`src/sv/rfd_pkg.sv`:
```
// shared types and constants for the run-length frame delta decoder
// used by every module of the decoder; no dependencies of its own
`default_nettype none

package rfd_pkg;

  // row * width + column never exceeds 127 * 128 + 127, so it fits 14 bits
  localparam int unsigned IdxRawW    = 14;
  // reciprocal used for the frame store index modulo
  localparam int unsigned RecipShift = 28;
  localparam int unsigned RecipW     = 23;
  localparam int unsigned QuotW      = 8;
  localparam int unsigned QueueDepth = 2;
  localparam int unsigned ApbAddrW   = 5;
  localparam int unsigned ApbDataW   = 32;

  typedef enum logic [1:0] {
    OP_FRAME_START = 2'd0,
    OP_LOAD_RUN    = 2'd1,
    OP_TICK        = 2'd2
  } opcode_e;

  typedef enum logic [2:0] {
    REG_FRAME_WIDTH  = 3'd0,
    REG_FRAME_HEIGHT = 3'd1,
    REG_ORIGIN_X     = 3'd2,
    REG_ORIGIN_Y     = 3'd3,
    REG_CELL_SCALE   = 3'd4
  } reg_idx_e;

  typedef struct packed {
    logic [1:0] opcode;
    logic [7:0] run_count;
    logic [7:0] run_value;
  } in_item_t;

  typedef struct packed {
    logic [6:0]  cell_x;
    logic [6:0]  cell_y;
    logic [12:0] screen_x;
    logic [12:0] screen_y;
    logic        is_white;
    logic        changed;
    logic        run_end;
    logic        frame_done;
  } out_item_t;

  // clamped configuration as seen by the datapath
  typedef struct packed {
    logic [7:0]  width;
    logic [7:0]  height;
    logic [11:0] origin_x;
    logic [11:0] origin_y;
    logic [4:0]  scale;
  } cfg_t;

  // one cell to be drawn, handed from the sequencer to the store pipeline
  typedef struct packed {
    logic [6:0] cx;
    logic [6:0] cy;
    logic       white;
    logic       run_end;
    logic       done;
  } cell_job_t;

  function automatic logic [7:0] clamp_dim(input logic [7:0] v);
    logic [7:0] r;
    r = v;
    if (v == 8'd0) begin
      r = 8'd1;
    end else if (v > 8'd128) begin
      r = 8'd128;
    end
    return r;
  endfunction

  function automatic logic [4:0] clamp_scale(input logic [4:0] s);
    logic [4:0] r;
    r = s;
    if (s == 5'd0) begin
      r = 5'd1;
    end
    return r;
  endfunction

endpackage

`default_nettype wire

```
`src/sv/rfd_fifo.sv`:
```
// short job queue between the sequencer and the frame store pipeline
// depends on rfd_pkg
`default_nettype none

module rfd_fifo import rfd_pkg::*; (
  input  logic      clk_i,
  input  logic      rst_ni,
  input  logic      push_i,
  input  cell_job_t push_data_i,
  output logic      full_o,
  output logic      valid_o,
  input  logic      ready_i,
  output cell_job_t data_o
);

  localparam int unsigned PtrW = (QueueDepth > 1) ? $clog2(QueueDepth) : 1;
  localparam logic [PtrW-1:0] LastPtr = PtrW'(QueueDepth - 1);

  cell_job_t       entries_q [QueueDepth];
  logic [PtrW-1:0] wr_ptr_q, wr_ptr_d;
  logic [PtrW-1:0] rd_ptr_q, rd_ptr_d;
  logic [PtrW:0]   cnt_q, cnt_d;
  logic            pop;

  assign full_o  = cnt_q == (PtrW + 1)'(QueueDepth);
  assign valid_o = cnt_q != '0;
  assign data_o  = entries_q[rd_ptr_q];
  assign pop     = valid_o && ready_i;

  always_comb begin
    wr_ptr_d = wr_ptr_q;
    rd_ptr_d = rd_ptr_q;
    cnt_d    = cnt_q;
    if (push_i) begin
      wr_ptr_d = (wr_ptr_q == LastPtr) ? '0 : wr_ptr_q + 1'b1;
    end
    if (pop) begin
      rd_ptr_d = (rd_ptr_q == LastPtr) ? '0 : rd_ptr_q + 1'b1;
    end
    if (push_i && !pop) begin
      cnt_d = cnt_q + 1'b1;
    end else if (pop && !push_i) begin
      cnt_d = cnt_q - 1'b1;
    end
  end

  always_ff @(posedge clk_i) begin
    if (push_i) begin
      entries_q[wr_ptr_q] <= push_data_i;
    end
  end

  always_ff @(posedge clk_i or negedge rst_ni) begin
    if (!rst_ni) begin
      wr_ptr_q <= '0;
      rd_ptr_q <= '0;
      cnt_q    <= '0;
    end else begin
      wr_ptr_q <= wr_ptr_d;
      rd_ptr_q <= rd_ptr_d;
      cnt_q    <= cnt_d;
    end
  end

endmodule

`default_nettype wire

```
`config.mk`:
```
export PLATFORM = sky130hd
export DESIGN_NAME = rfd_fifo
export DESIGN_NICKNAME = d
export VERILOG_FILES = /design/src/sv/rfd_pkg.sv /design/src/sv/rfd_fifo.sv
export SDC_FILE = /design/constraint.sdc
export NUM_CORES = 1
export LEC_CHECK = 0
export BUFFER_PORTS_ARGS = -buffer_cell sky130_fd_sc_hd__buf_2
export CORE_ASPECT_RATIO = 1.2
export CORE_UTILIZATION = 54
export CTS_CLUSTER_DIAMETER = 100
export DETAILED_ROUTE_END_ITERATION = 16
export HOLD_SLACK_MARGIN = 0.08
export PLACE_DENSITY = 0.9
export SLEW_MARGIN = 20
export SYNTH_ARGS = -nofsm -noshare
export SYNTH_HDL_FRONTEND = slang
export SYNTH_SLANG_ARGS = --single-unit
export TNS_END_PERCENT = 30
```
`constraint.sdc`:
```
create_clock -name clk_i -period 2.3 [get_ports clk_i]
set_input_delay 0.115 -clock clk_i [delete_from_list [all_inputs] [get_ports clk_i]]
set_output_delay 0.115 -clock clk_i [all_outputs]
set_load 0.01 [all_outputs]
```
## Yosys cells after proc, flatten, opt, wreduce, memory -nomap -nowiden

Memories as Yosys holds them, arrays and structs flattened.
Index checks and enable logic that the tools add are counted.

| operators by class | value |
|---|---|
| div/mod/pow operators | 0 |
| $add $sub $neg | 4 |
| reduce and logical (&&, ||, !) cells | 7 |
| order comparisons | 0 |
| bitwise operators | 0 |
| multipliers | 0 |
| multiplexer cells | 6 |
| shift-type cells | 0 |
| equal/unequal tests | 1 |

Operators with widths:

| kind | count |
|---|---|
| 1-bit 2-to-1 mux | 4 |
| 2-bit 2-to-1 mux | 2 |
| 2-bit nonzero test | 2 |
| 1-bit logical AND | 3 |
| 1-bit adder (second input constant) | 2 |
| 2-bit by 1-bit adder with 2-bit output (second input constant) | 1 |
| 2-bit == test (second input constant) | 1 |
| 1-bit logical NOT | 2 |
| 2-bit by 1-bit subtractor with 2-bit output (second input constant) | 1 |

| word-level totals | value |
|---|---|
| logic and storage cells | 22 |
| bits in read-only memories | 0 |
| output and inout port bits | 19 |
| input bits | 21 |
| memory bits (writable) | 34 |
| memories kept | 1 |
| bits in latches | 0 |
| flip-flop bits (word level) | 4 |

Memories:

| name | depth | width | rd ports | clocked after memory_dff | write ports | RTL line | source |
|---|---|---|---|---|---|---|---|
| entries_q | 2 | 17 | 1 | 0 | 1 | rfd_fifo.sv:19 | `cell_job_t entries_q [QueueDepth];` |

## Logic depth before layout (Yosys ltp)

Gate-level depths: netlist of run 1.

| logic depth | value |
|---|---|
| word-level depth | 5 |
| depth in mapped cells | 6 |
| mapped depth without buffers | 6 |

## Least setup slack after synthesis of run 1

No wires, ideal clock.

| timing path | value |
|---|---|
| path type | flip-flop to flip-flop |
| start | register wr_ptr_q |
| end | memory entries_q[0][0] (netlist name) (enable) |
| setup slack | 725 ps |
| clock period less this slack | 1,575 ps |
| library setup time | 393 ps |
| stages on the path, launching flop included | 2 |
| data required time | 1,907 ps |
| arrival | 1,183 ps |
| buffers on the path | 0 |
| cell sequence | dfrtp_1 -> nor2b_1 |

RTL lines:

| item | RTL line | source |
|---|---|---|
| start: declaration | rfd_fifo.sv:20 | `logic [PtrW-1:0] wr_ptr_q, wr_ptr_d;` |
| start signal: assignment | rfd_fifo.sv:59 | `wr_ptr_q <= wr_ptr_d;` |
| end: declaration | rfd_fifo.sv:19 |  |

Straight into the memory's write port.

==> qor.txt, run 1 <==
CP max stage delay -> 0.77 ns
Final GP Congestion -> 0.681
nets -> 158
via count -> 820
die height -> 59.2 um
Ant. Diodes -> 0
max-capacitance violation count -> 0
cells after synthesis -> 69
Core Rows -> 20
Starting Density -> 0.576
RSZ-0062 raised after global routing -> false
Main synth FF type -> edfxtp_1
pre-CTS WS -> 0.717 ns
GRT Util Overall -> 0.195
Critical R2R Launch -> cnt_q[0]
Residual DRC -> 0
first-pass GRT wire length -> 3860 um
clk root buf -> clkbuf_4
Crit Path Category -> reg -> out
DR iter-0 viols -> 29
hold_sp -> push_data_i[12]
initial antenna violation count -> 0
worst-path cell chain -> buf_4 > mux2_4 > buf_2
outcome -> complete, no violations
met3 Use GR -> 0.0692
fin util -> 0.764
fin crit share -> 0.841
VDD IR max -> 0.000779 V
Seq/Total Area, Yosys -> 0.763
Die ar. -> 2940 um2
Avg Cell Area, Syn -> 21.3 um2
H-tree depth -> 2
Achievable Freq -> 517 MHz
GR Util met1 -> 0.180
syn_nets -> 91
clk_skew -> 0.00891 ns
Critical Path AT -> 1.82 ns
Slew @ Worst Pin -> 0.760 ns
area growth from synthesis to layout -> 32.7%
Setup Fix Bufs, Post-CTS -> 0
Worst Hold Class -> in -> reg
Max-slew headroom -> 0.493
Total Wirelength -> 2450 um
Final ANT Viol Nets -> 0
core footprint -> 2550 um2
Ys Warns -> 0
Final Hold Violating Endpoints -> 0
Post-synth EDFFs -> 34
maximum number of pins on one net before global-route repair -> 18
CP max FO -> 14
CP Launch Type -> register
Num CTS Buffers -> 5
ranking of synthesized cells by area -> edfxtp_1 69%, mux2_4 9.2%, dfrtp_1 6.8%
setup violators final -> 0
top-count cell post-synth -> edfxtp_1
Critical Path Source -> rd_ptr_q
post-synth top area share -> 0.694
area leader, netlist -> edfxtp_1
Max Root-Sink Buffers -> 2
Slew Viols, Final -> 0
DIE WIDTH -> 49.6 um
Clock Latency Late Sink -> 0.33 ns
sum of negative setup slack -> 0 ns
Final Non-Filler Cells -> 170
PortBufs -> 39
crit end category -> primary output
FF+latch count, synth -> 38
layout cells sized above 1 -> 0.474
TritonCTS sink count -> 38
gr busiest metal -> met2
Clk pin slew, worst setup/hold paths -> 0.10 ns
WL/cell -> 14.4 um
I/O Pins -> 40
PnR worst setup slack -> 0.366 ns
crit path time final -> 1.93 ns
CP delay by family, top -> flip-flops
grt ovf -> 0
Post-DP HPWL -> 1620 um
asr flop ratio synth -> 0.105
hold_ws -> 0.489 ns
dpl cells -> 141
CP max stage cell -> dfrtp_1
pwr dens -> 1030 nW/um2
vias in the first global route -> 878
count of cell types in the netlist -> 15
1st-pass router iterations -> 4
Netlist Area Pre-Place -> 1470 um2
Worst Path Buf+Inv -> 2
Pleak -> 0.000796 uW
Via-to-Cell Ratio -> 4.82
worst path required time -> 2.18 ns
most instantiated cells after synthesis -> 34 x edfxtp_1, 9 x mux2_4, 8 x mux2_2
CTS tree -> yes
met2 Use GR -> 0.359
==> layout by cell type, fill, tap and decap left out <==
cell	Yosys	final
buf_2	0	39
mux2_4	9	9
clkinv_2	0	1
edfxtp_1	34	34
xnor2_1	2	2
and2b_1	1	1
mux2_2	8	8
and2_1	1	1
nand2_1	1	1
or2_4	1	1
clkbuf_1	0	1
dlygate4sd3_1	0	21
ha_1	1	1
clkinv_1	0	1
buf_4	0	2
nor2_1	1	1
nor2b_1	1	1
clkbuf_4	0	5
dfrtp_1	4	4
xor2_1	3	3
==> metal layers <==
| metal | up-vias | share of wire |
|---|---|---|
| met3 | 7 | 0.045 |
| met1 | 396 | 0.34 |
| met4 | 0 | 0.025 |
| met5 | - | 0 |
| met2 | 23 | 0.58 |
| li1 | 394 | - |
==> through the flow <==
step,instance area (um2),power (uW)
final,1950,2010
after CTS,1950,2040
after global routing,1950,2130
after global placement,1690,1670
after floorplan,1470,1520
after detailed placement,1690,1710
==> flip-flops by register name (all words and copies together) (netlist names) <==
name and cells:
entries_q 34, cnt_q 2, rd_ptr_q 1, wr_ptr_q 1
==> kinds of logic (layout without fill, tap and decap cells) <==
logic type	after synthesis	after routing	share of synthesized area
DFF	38	38	0.763
muxes	17	17	0.153
and+or+nand+nor	6	6	0.0247
xor gates and xnor gates	5	5	0.0298
buffers and inverters	2	70	0.0213
adders and majority gates	1	1	0.00851
==> final timing paths <==
kind,to,slack (ns),depth (start not counted)
worst max-delay path,data_o[7],0.37,3
worst min-delay path,entries_q[1][12],0.49,2
worst max register to register,cnt_q[1],0.83,6
worst min register to register,wr_ptr_q,0.49,1
max in group asynchronous,rd_ptr_q,1.47,3
min in group asynchronous,cnt_q[0],0.65,3
==> timing repair <==
action,CTS,global route
resized for setup,0,0
hold buffers,21,0
hold endpoints to repair,40,0
==> final cells by class <==
cell class / instances / area (um2)
clock buffers: 6 / 41.3
clock inverters: 2 / 8.76
fillers: 156 / 602
multi-input cells: 29 / 318
flip-flops and latches: 38 / 1120
well taps: 33 / 41.3
repair buffers: 62 / 420
==> report_power, final <==
group / internal (uW) / switching, uW / leakage (uW)
combinational: 382 / 289 / 0.000401
clock: 115 / 192 / 0.0000297
sequential: 927 / 109 / 0.000366
total: 1420 / 590 / 0.000796
No activity file was read; power rests on OpenSTA's default activity.
==> run 2, diff against run 1 <==
--- a/config.mk
+++ b/config.mk
@@ -7,11 +7,11 @@
 export LEC_CHECK = 0
 export BUFFER_PORTS_ARGS = -buffer_cell sky130_fd_sc_hd__buf_2
 export CORE_ASPECT_RATIO = 1.2
-export CORE_UTILIZATION = 54
+export CORE_UTILIZATION = 45
 export CTS_CLUSTER_DIAMETER = 100
 export DETAILED_ROUTE_END_ITERATION = 16
 export HOLD_SLACK_MARGIN = 0.08
-export PLACE_DENSITY = 0.9
+export PLACE_DENSITY = 0.81
 export SLEW_MARGIN = 20
 export SYNTH_ARGS = -nofsm -noshare
 export SYNTH_HDL_FRONTEND = slang
==> constraint.sdc (replaced) <==
create_clock -name clk_i -period 1.7 [get_ports clk_i]
set_input_delay 0.085 -clock clk_i [delete_from_list [all_inputs] [get_ports clk_i]]
set_output_delay 0.085 -clock clk_i [all_outputs]
set_load 0.01 [all_outputs]
==> run 2 against run 1 <==
Net effect: global-route usage decreased by 2.9 points; via count increased by 0.12%; die area increased by 19%; non-clock buffer count increased by 2; highest routed layer unchanged; clock skew decreased by 0.00066 ns; critical path type unchanged; worst setup slack got worse by 0.17 ns; critical path depth unchanged.
==> qor.txt, run 2 (same netlist as run 1, synthesis figures left out) <==
first-pass GRT wire length -> 3820 um (-1.3%)
RSZ-0062 raised after global routing -> false
fillcell total -> 233 (+49%)
Final Hold Violating Endpoints -> 0 (unchanged)
initial antenna violation count -> 0 (unchanged)
TritonCTS sink count -> 38 (unchanged)
outcome -> complete, no violations
Post-DP HPWL -> 1520 um (-6.2%)
Critical Path AT -> 1.41 ns (-0.41 ns)
GR Util met1 -> 0.186 (+0.00618)
Max-slew headroom -> 0.844 (+0.351)
largest registers -> entries_q x34, cnt_q x2
via count -> 821 (+0.12%)
die height -> 64.6 um (+9.2%)
Max Root-Sink Buffers -> 2 (unchanged)
Slew @ Worst Pin -> 0.234 ns (-0.526 ns)
clk_skew -> 0.00825 ns (-0.000661 ns)
clk root buf -> clkbuf_4
Critical R2R Launch -> cnt_q[0]
R2R cell count -> 5 (-1)
Worst Hold Class -> in -> reg
Largest register FFs -> 34 (unchanged)
core footprint -> 3080 um2 (+21%)
crit end category -> primary output
pwr dens -> 1430 nW/um2 (+38%)
Core Rows -> 22 (+10%)
CTS tree -> yes
Clock Latency Late Sink -> 0.33 ns (about the same)
CP max FO -> 9 (-5)
Pleak -> 0.000815 uW (+2.4%)
Achievable Freq -> 667 MHz
WL/cell -> 13.6 um (-5.2%)
Largest Register -> entries_q
VDD IR max -> 0.00114 V (+46%)
Hold EP -> entries_q[1][4]
crit path time final -> 1.50 ns
I/O Pins -> 40 (unchanged)
Final GP Congestion -> 0.558 (-18%)
GRT Util Overall -> 0.166 (-0.0290)
DIE WIDTH -> 54.2 um (+9.2%)
max-capacitance violation count -> 0 (unchanged)
PortBufs -> 39 (unchanged)
gr busiest metal -> met2
area growth from synthesis to layout -> 35.2%
Via-to-Cell Ratio -> 4.69 (-2.7%)
worst r2r dst -> cnt_q[1]
grt ovf -> 0 (unchanged)
vias in the first global route -> 816 (-7.1%)
CP Launch Type -> register
maximum number of pins on one net before global-route repair -> 18 (unchanged)
Residual DRC -> 0 (unchanged)
Worst R2R Setup Slack -> 0.21 ns (-0.62 ns)
Slew Viols, Final -> 0 (unchanged)
H-tree depth -> 2 (unchanged)
Setup Fix Bufs, Post-CTS -> 0 (unchanged)
worst path required time -> 1.62 ns (-0.56 ns)
hold_sp -> push_data_i[4]
Final ANT Viol Nets -> 0 (unchanged)
area occupied by multi-input gates -> 318 um2 (unchanged)
Crit Path Category -> reg -> out
setup violators final -> 0 (unchanged)
hold path depth -> 2 (unchanged)
met2 Use GR -> 0.262 (-0.0969)
sequential cell area -> 1120 um2 (unchanged)
Total Wirelength -> 2390 um (-2.5%)
hold_ws -> 0.466 ns (-0.0232 ns)
Clk pin slew, worst setup/hold paths -> 0.10 ns (about the same)
Num CTS Buffers -> 5 (unchanged)
Die ar. -> 3500 um2 (+19%)
fin crit share -> 0.882
nets -> 160 (+1.3%)
commonest non-fill, non-tap cell in the layout -> buf_2
commonest non-fill, non-tap cells in the layout -> 39 x buf_2, 34 x edfxtp_1, 21 x dlygate4sd3_1
sum of negative setup slack -> 0 ns (unchanged)
Ant. Diodes -> 0 (unchanged)
met3 Use GR -> 0.0751 (+0.00589)
DR iter-0 viols -> 4 (-86%)
Starting Density -> 0.477 (-0.0991)
layout cells sized above 1 -> 0.489 (+0.0148)
1st-pass router iterations -> 4 (unchanged)
==> run 2: cell types whose count changed in the layout (fill, tap and decap cells not counted) <==
cell      change
buf_4         +2
clkbuf_1      -1
clkbuf_8      +2
clkinv_2      -1
==> run 2: worst max-delay path: stages (launching register included) <==
cell     delay [ns]
dfrtp_1        0.40
buf_4          0.23
mux2_4         0.31
buf_2          0.14
==> run 2: power breakdown <==
group	internal (uW)	switching, uW
Sequential	1250	84.0
Clock	238	269
Combinational	540	457
Total	2030	810
==> run 2: metal layers <==
| layer | vias to the layer above | part of all wire |
|---|---|---|
| li1 | 401 | - |
| met1 | 388 | 0.38 |
| met2 | 28 | 0.55 |
| met3 | 4 | 0.055 |
| met4 | 0 | 0.015 |
| met5 | - | 0 |
==> run 2: how the worst max path moves through the flow <==
stage                     startpoint               to  slack [ns]  cells after the start
after floorplan             wr_ptr_q  entries_q[0][0]        0.12                      1
after global placement      cnt_q[0]         cnt_q[1]        0.34                      6
after detailed placement    cnt_q[0]         cnt_q[1]        0.27                      5
after CTS                   rd_ptr_q       data_o[15]        0.17                      3
after global routing        cnt_q[0]         cnt_q[1]        0.08                      5
final                       rd_ptr_q       data_o[15]        0.20                      3
==> run 2: area by class of cell <==
class | count | share of cell area
clock buffer | 7 | 0.0327
multi-input combinational | 29 | 0.160
clock inverter | 1 | 0.00189
sequential | 38 | 0.564
timing repair buffer | 64 | 0.219
tap | 36 | 0.0227
==> run 2: stage by stage <==
stage           util  total power, uW  worst slack, ns  instance area, um2  std cells
2_1_floorplan      -             2050            0.125                1470         69
3_3_place_gp   0.554             2290            0.338                1710        146
3_5_place_dp   0.554             2330            0.269                1710        146
4_1_cts        0.645             2870            0.166                1990        175
5_1_grt        0.645             3020           0.0828                1990        175
6_report       0.645             2840            0.201                1990        175
==> run 2: what timing repair did <==
action	4_1_cts	5_1_grt
resized for setup	0	0
hold buffers	21	0
hold endpoints to repair	40	0
