`config.mk`:
```
export PLATFORM = sky130hd
export DESIGN_NAME = rfd_front
export DESIGN_NICKNAME = d
export VERILOG_FILES = /design/src/sv/rfd_pkg.sv /design/src/sv/rfd_front.sv
export SDC_FILE = /design/constraint.sdc
export NUM_CORES = 1
export LEC_CHECK = 0
export BUFFER_PORTS_ARGS = -buffer_cell sky130_fd_sc_hd__buf_2
export CAP_MARGIN = 20
export CORE_MARGIN = 2
export CORE_UTILIZATION = 55
export CTS_BUF_LIST = sky130_fd_sc_hd__clkbuf_16
export DETAILED_ROUTE_END_ITERATION = 10
export PLACE_DENSITY = 0.94
export SLEW_MARGIN = 20
export SYNTH_ARGS = -nofsm -noshare
export SYNTH_HDL_FRONTEND = slang
export SYNTH_SLANG_ARGS = --single-unit
```
`constraint.sdc`:
```
create_clock -name clk_i -period 4.7 [get_ports clk_i]
set_input_delay 0.235 -clock clk_i [delete_from_list [all_inputs] [get_ports clk_i]]
set_output_delay 0.235 -clock clk_i [all_outputs]
set_load 0.01 [all_outputs]
```
`src/sv/rfd_pkg.sv`:
```
// shared types and constants for the run-length frame delta decoder
// used by every module of the decoder; no dependencies of its own
`default_nettype none

package rfd_pkg;

  // row * width + column never exceeds 127 * 128 + 127, so it fits 14 bits
  localparam int unsigned IdxRawW    = 14;
  // reciprocal used for the frame store index modulo
  localparam int unsigned RecipShift = 28;
  localparam int unsigned RecipW     = 23;
  localparam int unsigned QuotW      = 8;
  localparam int unsigned QueueDepth = 2;
  localparam int unsigned ApbAddrW   = 5;
  localparam int unsigned ApbDataW   = 32;

  typedef enum logic [1:0] {
    OP_FRAME_START = 2'd0,
    OP_LOAD_RUN    = 2'd1,
    OP_TICK        = 2'd2
  } opcode_e;

  typedef enum logic [2:0] {
    REG_FRAME_WIDTH  = 3'd0,
    REG_FRAME_HEIGHT = 3'd1,
    REG_ORIGIN_X     = 3'd2,
    REG_ORIGIN_Y     = 3'd3,
    REG_CELL_SCALE   = 3'd4
  } reg_idx_e;

  typedef struct packed {
    logic [1:0] opcode;
    logic [7:0] run_count;
    logic [7:0] run_value;
  } in_item_t;

  typedef struct packed {
    logic [6:0]  cell_x;
    logic [6:0]  cell_y;
    logic [12:0] screen_x;
    logic [12:0] screen_y;
    logic        is_white;
    logic        changed;
    logic        run_end;
    logic        frame_done;
  } out_item_t;

  // clamped configuration as seen by the datapath
  typedef struct packed {
    logic [7:0]  width;
    logic [7:0]  height;
    logic [11:0] origin_x;
    logic [11:0] origin_y;
    logic [4:0]  scale;
  } cfg_t;

  // one cell to be drawn, handed from the sequencer to the store pipeline
  typedef struct packed {
    logic [6:0] cx;
    logic [6:0] cy;
    logic       white;
    logic       run_end;
    logic       done;
  } cell_job_t;

  function automatic logic [7:0] clamp_dim(input logic [7:0] v);
    logic [7:0] r;
    r = v;
    if (v == 8'd0) begin
      r = 8'd1;
    end else if (v > 8'd128) begin
      r = 8'd128;
    end
    return r;
  endfunction

  function automatic logic [4:0] clamp_scale(input logic [4:0] s);
    logic [4:0] r;
    r = s;
    if (s == 5'd0) begin
      r = 5'd1;
    end
    return r;
  endfunction

endpackage

`default_nettype wire

```
`src/sv/rfd_front.sv`:
```
// raster sequencer: accepts items, tracks position and pending run, emits cell jobs
// depends on rfd_pkg
`default_nettype none

module rfd_front import rfd_pkg::*; (
  input  logic      clk_i,
  input  logic      rst_ni,
  input  cfg_t      cfg_i,
  input  logic      hold_i,
  input  logic      in_valid_i,
  output logic      in_ready_o,
  input  in_item_t  in_item_i,
  input  logic      q_full_i,
  output logic      push_o,
  output cell_job_t job_o
);

  logic [6:0] col_q, col_d;
  logic [7:0] row_q, row_d;
  logic [7:0] left_q, left_d;
  logic       white_q, white_d;

  logic       accept;
  logic [7:0] next_col;
  logic [7:0] row_inc;
  logic [7:0] left_dec;
  logic       wrap;
  logic       fin;
  logic       cell_pending;

  assign in_ready_o   = !q_full_i && !hold_i;
  assign accept       = in_valid_i && in_ready_o;
  assign next_col     = {1'b0, col_q} + 8'd1;
  assign row_inc      = row_q + 8'd1;
  assign left_dec     = left_q - 8'd1;
  assign wrap         = next_col >= cfg_i.width;
  assign fin          = wrap && (row_inc >= cfg_i.height);
  assign cell_pending = (left_q != 8'd0) && (row_q < cfg_i.height);

  always_comb begin
    job_o.cx      = col_q;
    job_o.cy      = row_q[6:0];
    job_o.white   = white_q;
    job_o.done    = fin;
    // a frame that completes mid-run closes the run as well
    job_o.run_end = fin || (left_dec == 8'd0);
  end

  always_comb begin
    col_d   = col_q;
    row_d   = row_q;
    left_d  = left_q;
    white_d = white_q;
    push_o  = 1'b0;
    if (accept) begin
      case (in_item_i.opcode)
        OP_FRAME_START: begin
          col_d  = 7'd0;
          row_d  = 8'd0;
          left_d = 8'd0;
        end
        OP_LOAD_RUN: begin
          if (row_q >= cfg_i.height) begin
            left_d = 8'd0;
          end else begin
            left_d  = in_item_i.run_count;
            white_d = |in_item_i.run_value;
          end
        end
        OP_TICK: begin
          if (cell_pending) begin
            push_o = 1'b1;
            left_d = fin ? 8'd0 : left_dec;
            if (wrap) begin
              col_d = 7'd0;
              row_d = row_inc;
            end else begin
              col_d = next_col[6:0];
            end
          end
        end
        default: begin
        end
      endcase
    end
  end

  always_ff @(posedge clk_i or negedge rst_ni) begin
    if (!rst_ni) begin
      col_q   <= 7'd0;
      row_q   <= 8'd0;
      left_q  <= 8'd0;
      white_q <= 1'b0;
    end else begin
      col_q   <= col_d;
      row_q   <= row_d;
      left_q  <= left_d;
      white_q <= white_d;
    end
  end

endmodule

`default_nettype wire

```
# After elaboration in Yosys (flattened, before gate mapping)
# Index checks and enable logic that the tools add are counted.
# W data, S select, Z words.
# totals
regBits,24
in_bits,68
out_inout_bits,19
word_cells,46
# op_classes
n_addsub,3
order_cmp,4
n_eq_ne,4
muxes,13
bitwise_logic,1
reduce_logical,17
# op_table
cell,count
$mux W8,5
$ge A8 B8 Y1,3
$pmux W8 S3,1
$pmux W8 S2,1
$mux W7,2
$pmux W7 S2,1
$reduce_and A3 Y1,3
$add A7 B1 Y8 const B,1
$add A8 B1 Y8 const B,1
$logic_not A8 Y1,1
$lt A8 B8 Y1,1
$reduce_bool A8 Y1,1
$reduce_or A8 Y1,1
$sub A8 B1 Y8 const B,1
$logic_and A1 B1 Y1,4
$ne A2 B2 Y1 const B,2
$reduce_and A4 Y1,1
$mux W1,3
$reduce_bool A3 Y1,1
$eq A2 B1 Y1 const B,1
$eq A2 B2 Y1 const B,1
$logic_not A1 Y1,2
$logic_not A2 Y1,1
$reduce_bool A2 Y1,1
other kinds (2),2

# Depth between registers and ports, before layout
# Gate-level depths: netlist of the first run.
# logic_depth
ltp_word,6
ltp_mapped,13
depth_no_buf,11

# Worst setup path after synthesis of the first run
# Ideal clock, no wire load.
# synth_timing
path_kind,register to register
from,reg col_q[0]
to,reg col_q[5]
setup_time_ns,0.120
arrival_time_ns,2.476
t_required_ns,4.580
slack_ns,2.104
stages_incl_launch_ff,12
n_path_buf,1
synth_period_minus_slack_ns,2.596
path_cell_list,dfrtp_1 ha_1 nand3_1 xnor2_1 ha_1 o21a_1 a21oi_1 o311a_1 buf_6 and2_2 o31a_1 a31o_2
# synth_between
elab_chain_len,5
# synth_lines
item,line_no,rtl
start: declaration,rfd_front.sv:18,"logic [6:0] col_q, col_d;"
start signal: assignment,rfd_front.sv:95,col_q <= col_d;
$add A7 B1 Y8 (*),rfd_front.sv:33,"assign next_col = {1'b0, col_q} + 8'd1;"
$ge A8 B8 Y1,rfd_front.sv:36,assign wrap = next_col >= cfg_i.width;
$mux W7 (*),rfd_front.sv:74,if (wrap) begin
$mux W7 (*),rfd_front.sv:71,if (cell_pending) begin
$pmux W7 S2 (*),rfd_front.sv:56,case (in_item_i.opcode)
# Mark *: on every way between the ends. The rest lies on a longest branch, timed or not. The select of a mux whose other input is x is not followed.
# A chain may end at the register's enable or synchronous reset.

==> results of run 1 <==
## cells by family (layout without fill, tap and decap cells)
logic type | after synthesis | after routing | share of synthesized area (%)
simple gates | 91 | 91 | 19.1
compound gates | 76 | 76 | 25.7
buf+inv | 44 | 86 | 9.14
fa+ha+maj | 33 | 33 | 17.0
flops | 24 | 24 | 24.8
xor+xnor | 12 | 12 | 4.34
## tightest hold or removal path, cell delays in order
cell	delay, ns
sky130_fd_sc_hd__buf_2	0.07
sky130_fd_sc_hd__a2bb2oi_1	0.05
sky130_fd_sc_hd__o21ai_1	0.11
## per-stage QoR
stage,instances,util (%),setup slack (ns)
2_1_floorplan,280,-,2.10
3_3_place_gp,369,61.5,1.72
3_5_place_dp,369,61.5,1.66
4_1_cts,374,63.6,1.48
5_1_grt,374,63.6,1.31
6_report,374,63.6,1.48
## placed cells by master, fill, tap and decap left out, types with 3 or more instances in the layout
master | synthesis | final
sky130_fd_sc_hd__ha_1 | 33 | 33
sky130_fd_sc_hd__nand2_1 | 32 | 32
sky130_fd_sc_hd__o31ai_1 | 6 | 6
sky130_fd_sc_hd__a21oi_1 | 9 | 9
sky130_fd_sc_hd__or2_2 | 4 | 4
sky130_fd_sc_hd__o221ai_1 | 6 | 6
sky130_fd_sc_hd__and3_1 | 4 | 4
sky130_fd_sc_hd__a221o_1 | 3 | 3
sky130_fd_sc_hd__nor3_1 | 3 | 3
sky130_fd_sc_hd__buf_2 | 3 | 57
sky130_fd_sc_hd__or3_1 | 3 | 3
sky130_fd_sc_hd__clkbuf_16 | 0 | 3
sky130_fd_sc_hd__o21ai_0 | 7 | 7
sky130_fd_sc_hd__xnor2_1 | 6 | 6
sky130_fd_sc_hd__nor2_1 | 13 | 13
sky130_fd_sc_hd__inv_1 | 23 | 23
sky130_fd_sc_hd__o211ai_1 | 7 | 7
sky130_fd_sc_hd__a2bb2oi_1 | 8 | 8
sky130_fd_sc_hd__o211a_1 | 3 | 3
sky130_fd_sc_hd__xor2_1 | 6 | 6
sky130_fd_sc_hd__nand4_1 | 5 | 5
sky130_fd_sc_hd__nand3_1 | 12 | 12
sky130_fd_sc_hd__dfrtp_1 | 24 | 24
## state kept, by name (all words and copies together) (netlist names)
name and cells:
white_q 1, left_q 8, col_q 7, row_q 8
## routing by layer
metal	vias up	GRT usage (%)
li1	1112	-
met3	8	3.46
met2	63	40.5
met5	-	0
met1	1062	29.0
met4	0	6.20
## power breakdown
part / switching [mW] / leakage (nW) / internal [mW]
Clock: 0.0733 / 0.0385 / 0.114
Sequential: 0.0593 / 0.306 / 0.248
Combinational: 0.197 / 1.06 / 0.178
Total: 0.330 / 1.41 / 0.539
## worst max-delay path by stage
stage / startpoint / to / slack (ns) / depth (start not counted)
3_3_place_gp: col_q[0]$_DFFE_PN0P_ / row_q[6]$_DFFE_PN0P_ / 1.72 / 10
3_5_place_dp: col_q[0]$_DFFE_PN0P_ / row_q[1]$_DFFE_PN0P_ / 1.66 / 11
2_1_floorplan: col_q[0]$_DFFE_PN0P_ / col_q[5]$_DFFE_PN0P_ / 2.10 / 11
6_report: row_q[0]$_DFFE_PN0P_ / job_o[1] / 1.48 / 11
4_1_cts: row_q[0]$_DFFE_PN0P_ / job_o[1] / 1.48 / 11
5_1_grt: row_q[0]$_DFFE_PN0P_ / job_o[1] / 1.31 / 11
## what timing repair did
| action | CTS | global route |
|---|---|---|
| hold buffers | 1 | 0 |
| buffers inserted | 0 | 0 |
| hold endpoints to repair | 24 | 0 |
## layout make-up
class	instances	area [sq um]
clock buffer	3	75.1
clock inverter	1	3.75
fill	360	1560
inverter	24	90.1
multi-input combinational	212	1600
sequential	24	601
tap	52	65.1
timing repair buffer	58	295
==> tab_implementation.tex, run 1 <==
\begin{tabular}{lr}
\hline
Metric & Value \\
\hline
\multicolumn{2}{l}{\textbf{Status}} \\
\quad Outcome & complete, no violations \\
\multicolumn{2}{l}{\textbf{Setup path}} \\
\quad Endpoint type of the worst setup path & primary output \\
\quad Buffering stage count on the worst path with inverters included & 1 \\
\quad Setup slack on the worst flop-to-flop path & 1.63 ns \\
\quad R2r worst-path depth & 10 \\
\quad Slowest Stage Delay on Critical Path & 0.48 ns \\
\quad Start-to-end type of the worst setup path & reg -> out \\
\quad FF-to-FF Start & col\_q[0]\$\_DFFE\_PN0P\_ \\
\quad Max stage delay cell, worst path & sky130\_fd\_sc\_hd\_\_dfrtp\_1 \\
\quad Data arrival time of the worst path & 2.99 ns \\
\quad Critical path launch point type & flip-flop \\
\quad Critical R2R Capture & row\_q[2]\$\_DFFE\_PN0P\_ \\
\quad Category of cells accounting for the largest share of critical-path delay & simple AND/OR/NAND/NOR gates \\
\quad Highest fanout seen on the critical path & 8 \\
\quad Cell chain of the critical path & nand3\_1 -> or2\_2 -> nor2\_1 -> xor2\_1 -> ha\_1 -> a21oi\_1 -> o21ai\_0 -> a21oi\_1 -> nor2\_1 -> a41o\_1 -> buf\_2 \\
\quad WP data required & 4.47 ns \\
\multicolumn{2}{l}{\textbf{Routing}} \\
\quad Number of detailed-route iterations in the first pass & 4 \\
\quad Met3 wirelength from detailed routing & 290 um \\
\quad Wire length per cell & 14.6 um \\
\quad Uppermost signal routing layer after detailed routing & met4 \\
\quad Number of remaining DRC errors & 0 \\
\quad Met2 routed WL & 2750 um \\
\quad Number of nets with antenna violations after routing & 0 \\
\quad Detailed-route vias per instance & 6.00 \\
\quad Overall via count from detail\_route & 2245 \\
\quad Total routed wirelength & 5470 um \\
\quad DR iter-0 viols & 94 \\
\quad Total routed wire length on the met1 layer & 2360 um \\
\multicolumn{2}{l}{\textbf{STA}} \\
\quad Max-slew headroom & 47.9\% \\
\quad Total setup violations reported at the end of the flow & 0 \\
\quad Sum of negative setup slack & 0 ns \\
\quad Timing-limited maximum frequency & 311 MHz \\
\quad Shortest period the worst path allows & 3.22 ns \\
\quad Max Transition Viols Final & 0 \\
\quad Ratio of final minimum period to clock period & 68.5\% \\
\quad Smallest hold slack & 0.253 ns \\
\quad Clock Skews & 0.00318 ns \\
\quad Unrepaired setup endpoints after global routing & false \\
\quad Transition at the pin with the smallest max-transition slack & 0.779 ns \\
\quad Final hold violation count & 0 \\
\multicolumn{2}{l}{\textbf{Clocking}} \\
\quad Clock latency reported for the late side of the worst-skew pair & 0.26 ns \\
\quad Clock buffers created by TritonCTS & 3 \\
\quad Number of instances resized during post-cts repair & 0 \\
\quad Clock Tree Root & sky130\_fd\_sc\_hd\_\_clkbuf\_16 \\
\quad CTS tree & built \\
\quad Clock Sink Count & 24 \\
\quad Clock transition at the register clock pins on the worst setup and hold paths after CTS & 0.06 ns \\
\quad H-Tree Level Count & 1 \\
\quad Clock Path Buffers & 2 \\
\multicolumn{2}{l}{\textbf{Floorplan}} \\
\quad Area enclosed by the die boundary & 0.00495 sq mm \\
\quad Die width & 70.4 um \\
\quad Vertical extent of the die & 70.4 um \\
\quad Area of the core region & 0.00429 sq mm \\
\quad I/O pin count & 87 \\
\quad Initial standard-cell utilization of the core & 56.4\% \\
\quad Std-Cell Rows & 24 \\
\multicolumn{2}{l}{\textbf{Yosys}} \\
\quad Most used standard cells in the synthesized netlist & sky130\_fd\_sc\_hd\_\_ha\_1, sky130\_fd\_sc\_hd\_\_nand2\_1, sky130\_fd\_sc\_hd\_\_dfrtp\_1, sky130\_fd\_sc\_hd\_\_inv\_1, sky130\_fd\_sc\_hd\_\_nor2\_1 \\
\quad Synthesized cell area & 0.00242 sq mm \\
\quad Yosys Warn Count & 0 \\
\quad Area share of the largest cell type after synthesis & 24.8\% \\
\quad Post-Syn Nets & 381 \\
\quad Number of enable-type register cells in the synthesized netlist & 0 \\
\quad Post-synthesis instance total & 280 \\
\quad Post-synthesis register bit count & 24 \\
\quad Cell type contributing the most total cell area after synthesis & sky130\_fd\_sc\_hd\_\_dfrtp\_1 \\
\quad Main area contributors after synthesis & sky130\_fd\_sc\_hd\_\_dfrtp\_1, sky130\_fd\_sc\_hd\_\_ha\_1, sky130\_fd\_sc\_hd\_\_nand2\_1 \\
\quad Most instantiated flip-flop cell in the synthesis netlist & sky130\_fd\_sc\_hd\_\_dfrtp\_1 \\
\quad Mapped Avg Cell Area & 8.66 sq um \\
\quad Proportion of synthesized chip area in sequential cells & 24.8\% \\
\quad Number of distinct library cells after synthesis & 59 \\
\quad Most frequent cell after synthesis & sky130\_fd\_sc\_hd\_\_ha\_1 \\
\quad Fraction of synthesis flops using an asynchronous set or reset pin & 100\% \\
\multicolumn{2}{l}{\textbf{Global route}} \\
\quad Number of antenna violations at the first check in global routing & 0 \\
\quad GRT Util Overall & 22.9\% \\
\quad Number of global-route vias before repair & 2183 \\
\quad Global-route wire length before repair & 9360 um \\
\quad Pin count of the biggest net entering global routing & 25 \\
\quad Total overflow reported by the global router & 0 \\
\multicolumn{2}{l}{\textbf{Cells and area}} \\
\quad Nets & 424 \\
\quad Area growth from synthesis to final layout & 12.7\% \\
\quad Finished layout cell area & 0.00273 sq mm \\
\quad Ratio of cells with drive above 1 in the final layout & 24.2\% \\
\quad Number of antenna cells inserted & 0 \\
\multicolumn{2}{l}{\textbf{Worst hold path}} \\
\quad Sink of the worst hold path & left\_q[0]\$\_DFFE\_PN0P\_ \\
\quad Worst hold stages & 3 \\
\quad Worst hold start & in\_item\_i[8] \\
\quad Min-Delay Path Class & in -> reg \\
\multicolumn{2}{l}{\textbf{Place}} \\
\quad Total of buffers placed on input and output ports & 57 \\
\quad HPWL after DPL & 4260 um \\
\quad Routability Congestion & 0.859 \\
\quad DP Area & 0.00264 sq mm \\
\multicolumn{2}{l}{\textbf{Power}} \\
\quad Power Density & 318 mW/mm\^{}2 \\
\quad Leakage power of the design & 1.41 nW \\
\quad Post-layout total power & 0.869 mW \\
\quad Worst vdd rail ir drop & 0.231 mV \\
\multicolumn{2}{l}{\textbf{Flow run}} \\
\quad Count of maximum capacitance violations & 0 \\
\hline
\end{tabular}
Note: power is estimated with default switching activity, not from simulation.
==> inputs of run 2 (changes only) <==
--- a/config.mk
+++ b/config.mk
@@ -5,13 +5,14 @@
 export SDC_FILE = /design/constraint.sdc
 export NUM_CORES = 1
 export LEC_CHECK = 0
+export ABC_AREA = 1
 export BUFFER_PORTS_ARGS = -buffer_cell sky130_fd_sc_hd__buf_2
 export CAP_MARGIN = 20
 export CORE_MARGIN = 2
-export CORE_UTILIZATION = 55
+export CORE_UTILIZATION = 52
 export CTS_BUF_LIST = sky130_fd_sc_hd__clkbuf_16
 export DETAILED_ROUTE_END_ITERATION = 10
-export PLACE_DENSITY = 0.94
+export PLACE_DENSITY = 0.89
 export SLEW_MARGIN = 20
 export SYNTH_ARGS = -nofsm -noshare
 export SYNTH_HDL_FRONTEND = slang
==> constraint.sdc (replaced) <==
create_clock -name clk_i -period 3.2 [get_ports clk_i]
set_input_delay 0.16 -clock clk_i [delete_from_list [all_inputs] [get_ports clk_i]]
set_output_delay 0.16 -clock clk_i [all_outputs]
set_load 0.01 [all_outputs]
==> run 2 against run 1 <==
Worst setup slack got worse by 1.2 ns. Register-to-register slack got worse by 0.97 ns. First-iteration DRC count is 27% higher. Hold slack worse by 0.015 ns. Via count grew 15%. Global-route usage is 0.18 points higher. Wire length increased by 8.1%. Die area is 12% higher. Design area grew 7.6%. Critical path depth increased by 4. Flip-flop and latch count is the same. Largest cell class unchanged. Highest routed layer unchanged.
==> tab_implementation.tex, run 2 <==
\begin{tabular}{lr}
\hline
Metric & Value \\
\hline
\multicolumn{2}{l}{\textbf{Status}} \\
\quad Outcome & complete, no violations (unchanged) \\
\multicolumn{2}{l}{\textbf{Power}} \\
\quad Net Sw Power & 0.461 mW (was 0.330 mW) \\
\quad Register share of total power & 33.9\% (was 35.3\%) \\
\quad Internal power of the cells & 0.698 mW (was 0.539 mW) \\
\quad Proportion of power drawn by combinational gates & 41.8\% (was 43.2\%) \\
\quad Worst vdd rail ir drop & 0.227 mV (was 0.231 mV) \\
\quad Power Density & 395 mW/mm\^{}2 (was 318 mW/mm\^{}2) \\
\quad Clock network power share & 24.3\% (was 21.5\%) \\
\quad Leakage power of the design & 1.88 nW (was 1.41 nW) \\
\quad Sw Ratio & 39.8\% (was 37.9\%) \\
\quad Post-layout total power & 1.16 mW (was 0.869 mW) \\
\multicolumn{2}{l}{\textbf{Clocking}} \\
\quad Clock latency reported for the late side of the worst-skew pair & 0.26 ns (about the same) \\
\quad Clock Sink Count & 24 (unchanged) \\
\quad Clock Tree Root & sky130\_fd\_sc\_hd\_\_clkbuf\_16 (unchanged) \\
\quad Clock Path Buffers & 2 (unchanged) \\
\quad H-Tree Level Count & 1 (unchanged) \\
\quad Clock buffers created by TritonCTS & 3 (unchanged) \\
\quad Clock transition at the register clock pins on the worst setup and hold paths after CTS & 0.06 ns (about the same) \\
\quad Post-CTS Setup Inserts & 0 (unchanged) \\
\quad Number of instances resized during post-cts repair & 0 (unchanged) \\
\quad CTS tree & built (unchanged) \\
\multicolumn{2}{l}{\textbf{Cells and area}} \\
\quad Top flop regs & left\_q x8, row\_q x8, col\_q x7 (unchanged) \\
\quad Commonest cells after routing, fill and taps aside & sky130\_fd\_sc\_hd\_\_nand2\_1, sky130\_fd\_sc\_hd\_\_inv\_1, sky130\_fd\_sc\_hd\_\_buf\_2 (was sky130\_fd\_sc\_hd\_\_buf\_2, sky130\_fd\_sc\_hd\_\_ha\_1, sky130\_fd\_sc\_hd\_\_nand2\_1) \\
\quad Area growth from synthesis to final layout & 13.4\% (was 12.7\%) \\
\quad Nets & 540 (was 424) \\
\quad Ratio of cells with drive above 1 in the final layout & 19.2\% (was 24.2\%) \\
\quad Number of antenna cells inserted & 0 (unchanged) \\
\quad Leading cell type in the layout, fill and taps excluded & sky130\_fd\_sc\_hd\_\_nand2\_1 (was sky130\_fd\_sc\_hd\_\_buf\_2) \\
\multicolumn{2}{l}{\textbf{Yosys}} \\
\quad Synthesized cell area & 0.00259 sq mm (was 0.00242 sq mm) \\
\quad XOR/XNOR Fraction of Synth Area & 3.04\% (was 4.34\%) \\
\quad Most used standard cells in the synthesized netlist & sky130\_fd\_sc\_hd\_\_nand2\_1, sky130\_fd\_sc\_hd\_\_inv\_1, sky130\_fd\_sc\_hd\_\_nor2\_1, sky130\_fd\_sc\_hd\_\_ha\_1, sky130\_fd\_sc\_hd\_\_nand3\_1 (was sky130\_fd\_sc\_hd\_\_ha\_1, sky130\_fd\_sc\_hd\_\_nand2\_1, sky130\_fd\_sc\_hd\_\_dfrtp\_1, sky130\_fd\_sc\_hd\_\_inv\_1, sky130\_fd\_sc\_hd\_\_nor2\_1) \\
\quad Area share of the largest cell type after synthesis & 23.2\% (was 24.8\%) \\
\quad Adder-cell share of the synthesized area & 15.9\% (was 17.0\%) \\
\quad Simple-gate portion of the synthesized area & 39.9\% (was 19.1\%) \\
\quad Post-synthesis instance total & 391 (was 280) \\
\quad Mapped Avg Cell Area & 6.63 sq um (was 8.66 sq um) \\
\quad Proportion of synthesized chip area in sequential cells & 23.2\% (was 24.8\%) \\
\quad Share of cell area taken by muxes after synthesis & 0\% (unchanged) \\
\quad Number of enable-type register cells in the synthesized netlist & 0 (unchanged) \\
\quad Dominant combinational cell family by area after synthesis & simple AND/OR/NAND/NOR gates (was compound AO/OA/AOI/OAI gates) \\
\quad Post-synthesis register bit count & 24 (unchanged) \\
\quad Cell type contributing the most total cell area after synthesis & sky130\_fd\_sc\_hd\_\_dfrtp\_1 (unchanged) \\
\quad Most frequent cell after synthesis & sky130\_fd\_sc\_hd\_\_nand2\_1 (was sky130\_fd\_sc\_hd\_\_ha\_1) \\
\quad Yosys Warn Count & 0 (unchanged) \\
\quad Main area contributors after synthesis & sky130\_fd\_sc\_hd\_\_dfrtp\_1, sky130\_fd\_sc\_hd\_\_nand2\_1, sky130\_fd\_sc\_hd\_\_ha\_1 (was sky130\_fd\_sc\_hd\_\_dfrtp\_1, sky130\_fd\_sc\_hd\_\_ha\_1, sky130\_fd\_sc\_hd\_\_nand2\_1) \\
\quad Area fraction in compound gates after synthesis & 3.91\% (was 25.7\%) \\
\quad Number of distinct library cells after synthesis & 33 (was 59) \\
\quad Fraction of synthesis flops using an asynchronous set or reset pin & 100\% (unchanged) \\
\quad Post-Syn Nets & 492 (was 381) \\
\quad Most instantiated flip-flop cell in the synthesis netlist & sky130\_fd\_sc\_hd\_\_dfrtp\_1 (unchanged) \\
\multicolumn{2}{l}{\textbf{Setup path}} \\
\quad Slowest Stage Delay on Critical Path & 0.48 ns (about the same) \\
\quad Highest fanout seen on the critical path & 10 (was 8) \\
\quad Cell chain of the critical path & ha\_1 -> nand2\_1 -> inv\_1 -> nand4\_1 -> xor2\_1 -> inv\_1 -> ha\_1 -> nand2\_1 -> inv\_1 -> nor2\_1 -> o21a\_1 -> nand2\_1 -> nand2\_2 -> o21ai\_0 -> buf\_2 (was nand3\_1 -> or2\_2 -> nor2\_1 -> xor2\_1 -> ha\_1 -> a21oi\_1 -> o21ai\_0 -> a21oi\_1 -> nor2\_1 -> a41o\_1 -> buf\_2) \\
\quad Start-to-end type of the worst setup path & reg -> out (unchanged) \\
\quad Critical path launch point type & flip-flop (unchanged) \\
\quad Data arrival time of the worst path & 2.72 ns (was 2.99 ns) \\
\quad Endpoint type of the worst setup path & primary output (unchanged) \\
\quad WP data required & 3.04 ns (was 4.47 ns) \\
\quad Max stage delay cell, worst path & sky130\_fd\_sc\_hd\_\_dfrtp\_1 (unchanged) \\
\multicolumn{2}{l}{\textbf{Floorplan}} \\
\quad Vertical extent of the die & 74.6 um (was 70.4 um) \\
\quad Area enclosed by the die boundary & 0.00556 sq mm (was 0.00495 sq mm) \\
\quad Initial standard-cell utilization of the core & 54.5\% (was 56.4\%) \\
\quad Std-Cell Rows & 25 (was 24) \\
\quad Area of the core region & 0.00475 sq mm (was 0.00429 sq mm) \\
\quad I/O pin count & 87 (unchanged) \\
\quad Die width & 74.6 um (was 70.4 um) \\
\multicolumn{2}{l}{\textbf{STA}} \\
\quad Timing-limited maximum frequency & 347 MHz \\
\quad Unrepaired setup endpoints after global routing & false (unchanged) \\
\quad Shortest period the worst path allows & 2.88 ns \\
\quad Max-slew headroom & 61.4\% (was 47.9\%) \\
\quad Sum of negative setup slack & 0 ns (unchanged) \\
\quad Ratio of final minimum period to clock period & 90.1\% \\
\quad Total setup violations reported at the end of the flow & 0 (unchanged) \\
\quad Max Transition Viols Final & 0 (unchanged) \\
\quad Final hold violation count & 0 (unchanged) \\
\quad Transition at the pin with the smallest max-transition slack & 0.579 ns (was 0.779 ns) \\
\quad Clock Skews & 0.00231 ns (was 0.00318 ns) \\
\multicolumn{2}{l}{\textbf{Place}} \\
\quad Total of buffers placed on input and output ports & 57 (unchanged) \\
\quad Routability Congestion & 0.865 (was 0.859) \\
\quad HPWL after DPL & 4610 um (was 4260 um) \\
\multicolumn{2}{l}{\textbf{Routing}} \\
\quad Detailed-route vias per instance & 5.12 (was 6.00) \\
\quad Number of nets with antenna violations after routing & 0 (unchanged) \\
\quad Total routed wirelength & 5910 um (was 5470 um) \\
\quad Overall via count from detail\_route & 2582 (was 2245) \\
\quad Number of detailed-route iterations in the first pass & 4 (unchanged) \\
\quad DR iter-0 viols & 119 (was 94) \\
\quad Wire length per cell & 11.7 um (was 14.6 um) \\
\quad Number of remaining DRC errors & 0 (unchanged) \\
\multicolumn{2}{l}{\textbf{Global route}} \\
\quad Pin count of the biggest net entering global routing & 25 (unchanged) \\
\quad Total overflow reported by the global router & 0 (unchanged) \\
\quad Number of global-route vias before repair & 2497 (was 2183) \\
\quad GRT Util Overall & 23.1\% (was 22.9\%) \\
\quad Number of antenna violations at the first check in global routing & 0 (unchanged) \\
\quad Global-route wire length before repair & 10100 um (was 9360 um) \\
\multicolumn{2}{l}{\textbf{Worst hold path}} \\
\quad Min-Delay Path Class & in -> reg (unchanged) \\
\multicolumn{2}{l}{\textbf{Flow run}} \\
\quad Count of maximum capacitance violations & 0 (unchanged) \\
\hline
\end{tabular}
-- run 2: logic make-up (layout without fill, tap and decap cells) --
family,after synthesis,after routing
adder cells (fa/ha/maj),33,33
AND/OR/NAND/NOR,225,225
XOR/XNOR,9,9
buffers and inverters,83,129
AO/OA/AOI/OAI,17,17
flip-flops,24,24
-- run 2: cell type report --
cell class	count	area, sq um
clock buffer	3	75.1
fill	450	1820
inverter	68	255
multi-input combinational	284	1630
sequential	24	601
tap	67	83.8
timing repair buffer	58	295
-- run 2: timing repair --
item / CTS / global route
endpoints found under the hold margin: 24 / 0
hold buffers: 1 / 0
endpoints found under the setup margin: 0 / 0
-- run 2: through the flow --
stage / setup WS (ns) / util, % / instances / hold WS [ns] / cell area [sq um]
floorplan: 1.05 / - / 391 / -0.136 / 2590
global placement: 0.847 / 60.0 / 500 / 0.173 / 2850
detailed placement: 0.703 / 60.0 / 500 / 0.191 / 2850
CTS: 0.380 / 61.8 / 504 / 0.250 / 2940
global route: 0.0924 / 61.8 / 504 / 0.306 / 2940
finish: 0.315 / 61.8 / 504 / 0.238 / 2940
-- run 2: worst paths after layout --
path                                       start                    end  slack (ns)  cells after the start
setup / recovery            row_q[0]$_DFFE_PN0P_               job_o[1]        0.32                     15
hold / removal                      in_item_i[6]    white_q$_DFFE_PN0P_        0.24                      5
setup reg to reg            row_q[0]$_DFFE_PN0P_  left_q[3]$_DFFE_PN0P_        0.66                     17
hold reg to reg            left_q[1]$_DFFE_PN0P_  left_q[1]$_DFFE_PN0P_        0.51                      2
max in group asynchronous                 rst_ni   row_q[3]$_DFFE_PN0P_        2.38                      2
min in group asynchronous                 rst_ni   col_q[1]$_DFFE_PN0P_        0.43                      2
-- run 2: power by group through the flow --
stage	registers, mW	clock network, mW	logic, mW
after floorplan	0.396	0	0.355
after global placement	0.394	0	0.456
after global routing	0.400	0.288	0.556
after detailed placement	0.398	0	0.482
after CTS	0.392	0.281	0.487
final	0.393	0.281	0.485
-- run 2: metal layers --
| layer | up-vias | global-route usage, % | wire length, um | share of wire (%) |
|---|---|---|---|---|
| li1 | 1311 | - | - | - |
| met1 | 1149 | 25.9 | 2420 | 41 |
| met2 | 107 | 44.1 | 2980 | 50 |
| met3 | 15 | 2.57 | 367 | 6.2 |
| met4 | 0 | 9.13 | 141 | 2.4 |
| met5 | - | 0 | 0 | 0 |
-- run 2: critical path, delay by kind of cell, from the launching register on --
family          cells  cell delay [ns]
fa+ha+maj           2             0.38
simple gates        6             0.69
compound gates      2             0.30
flops               1             0.48
xor+xnor            1             0.23
buf+inv             4             0.39
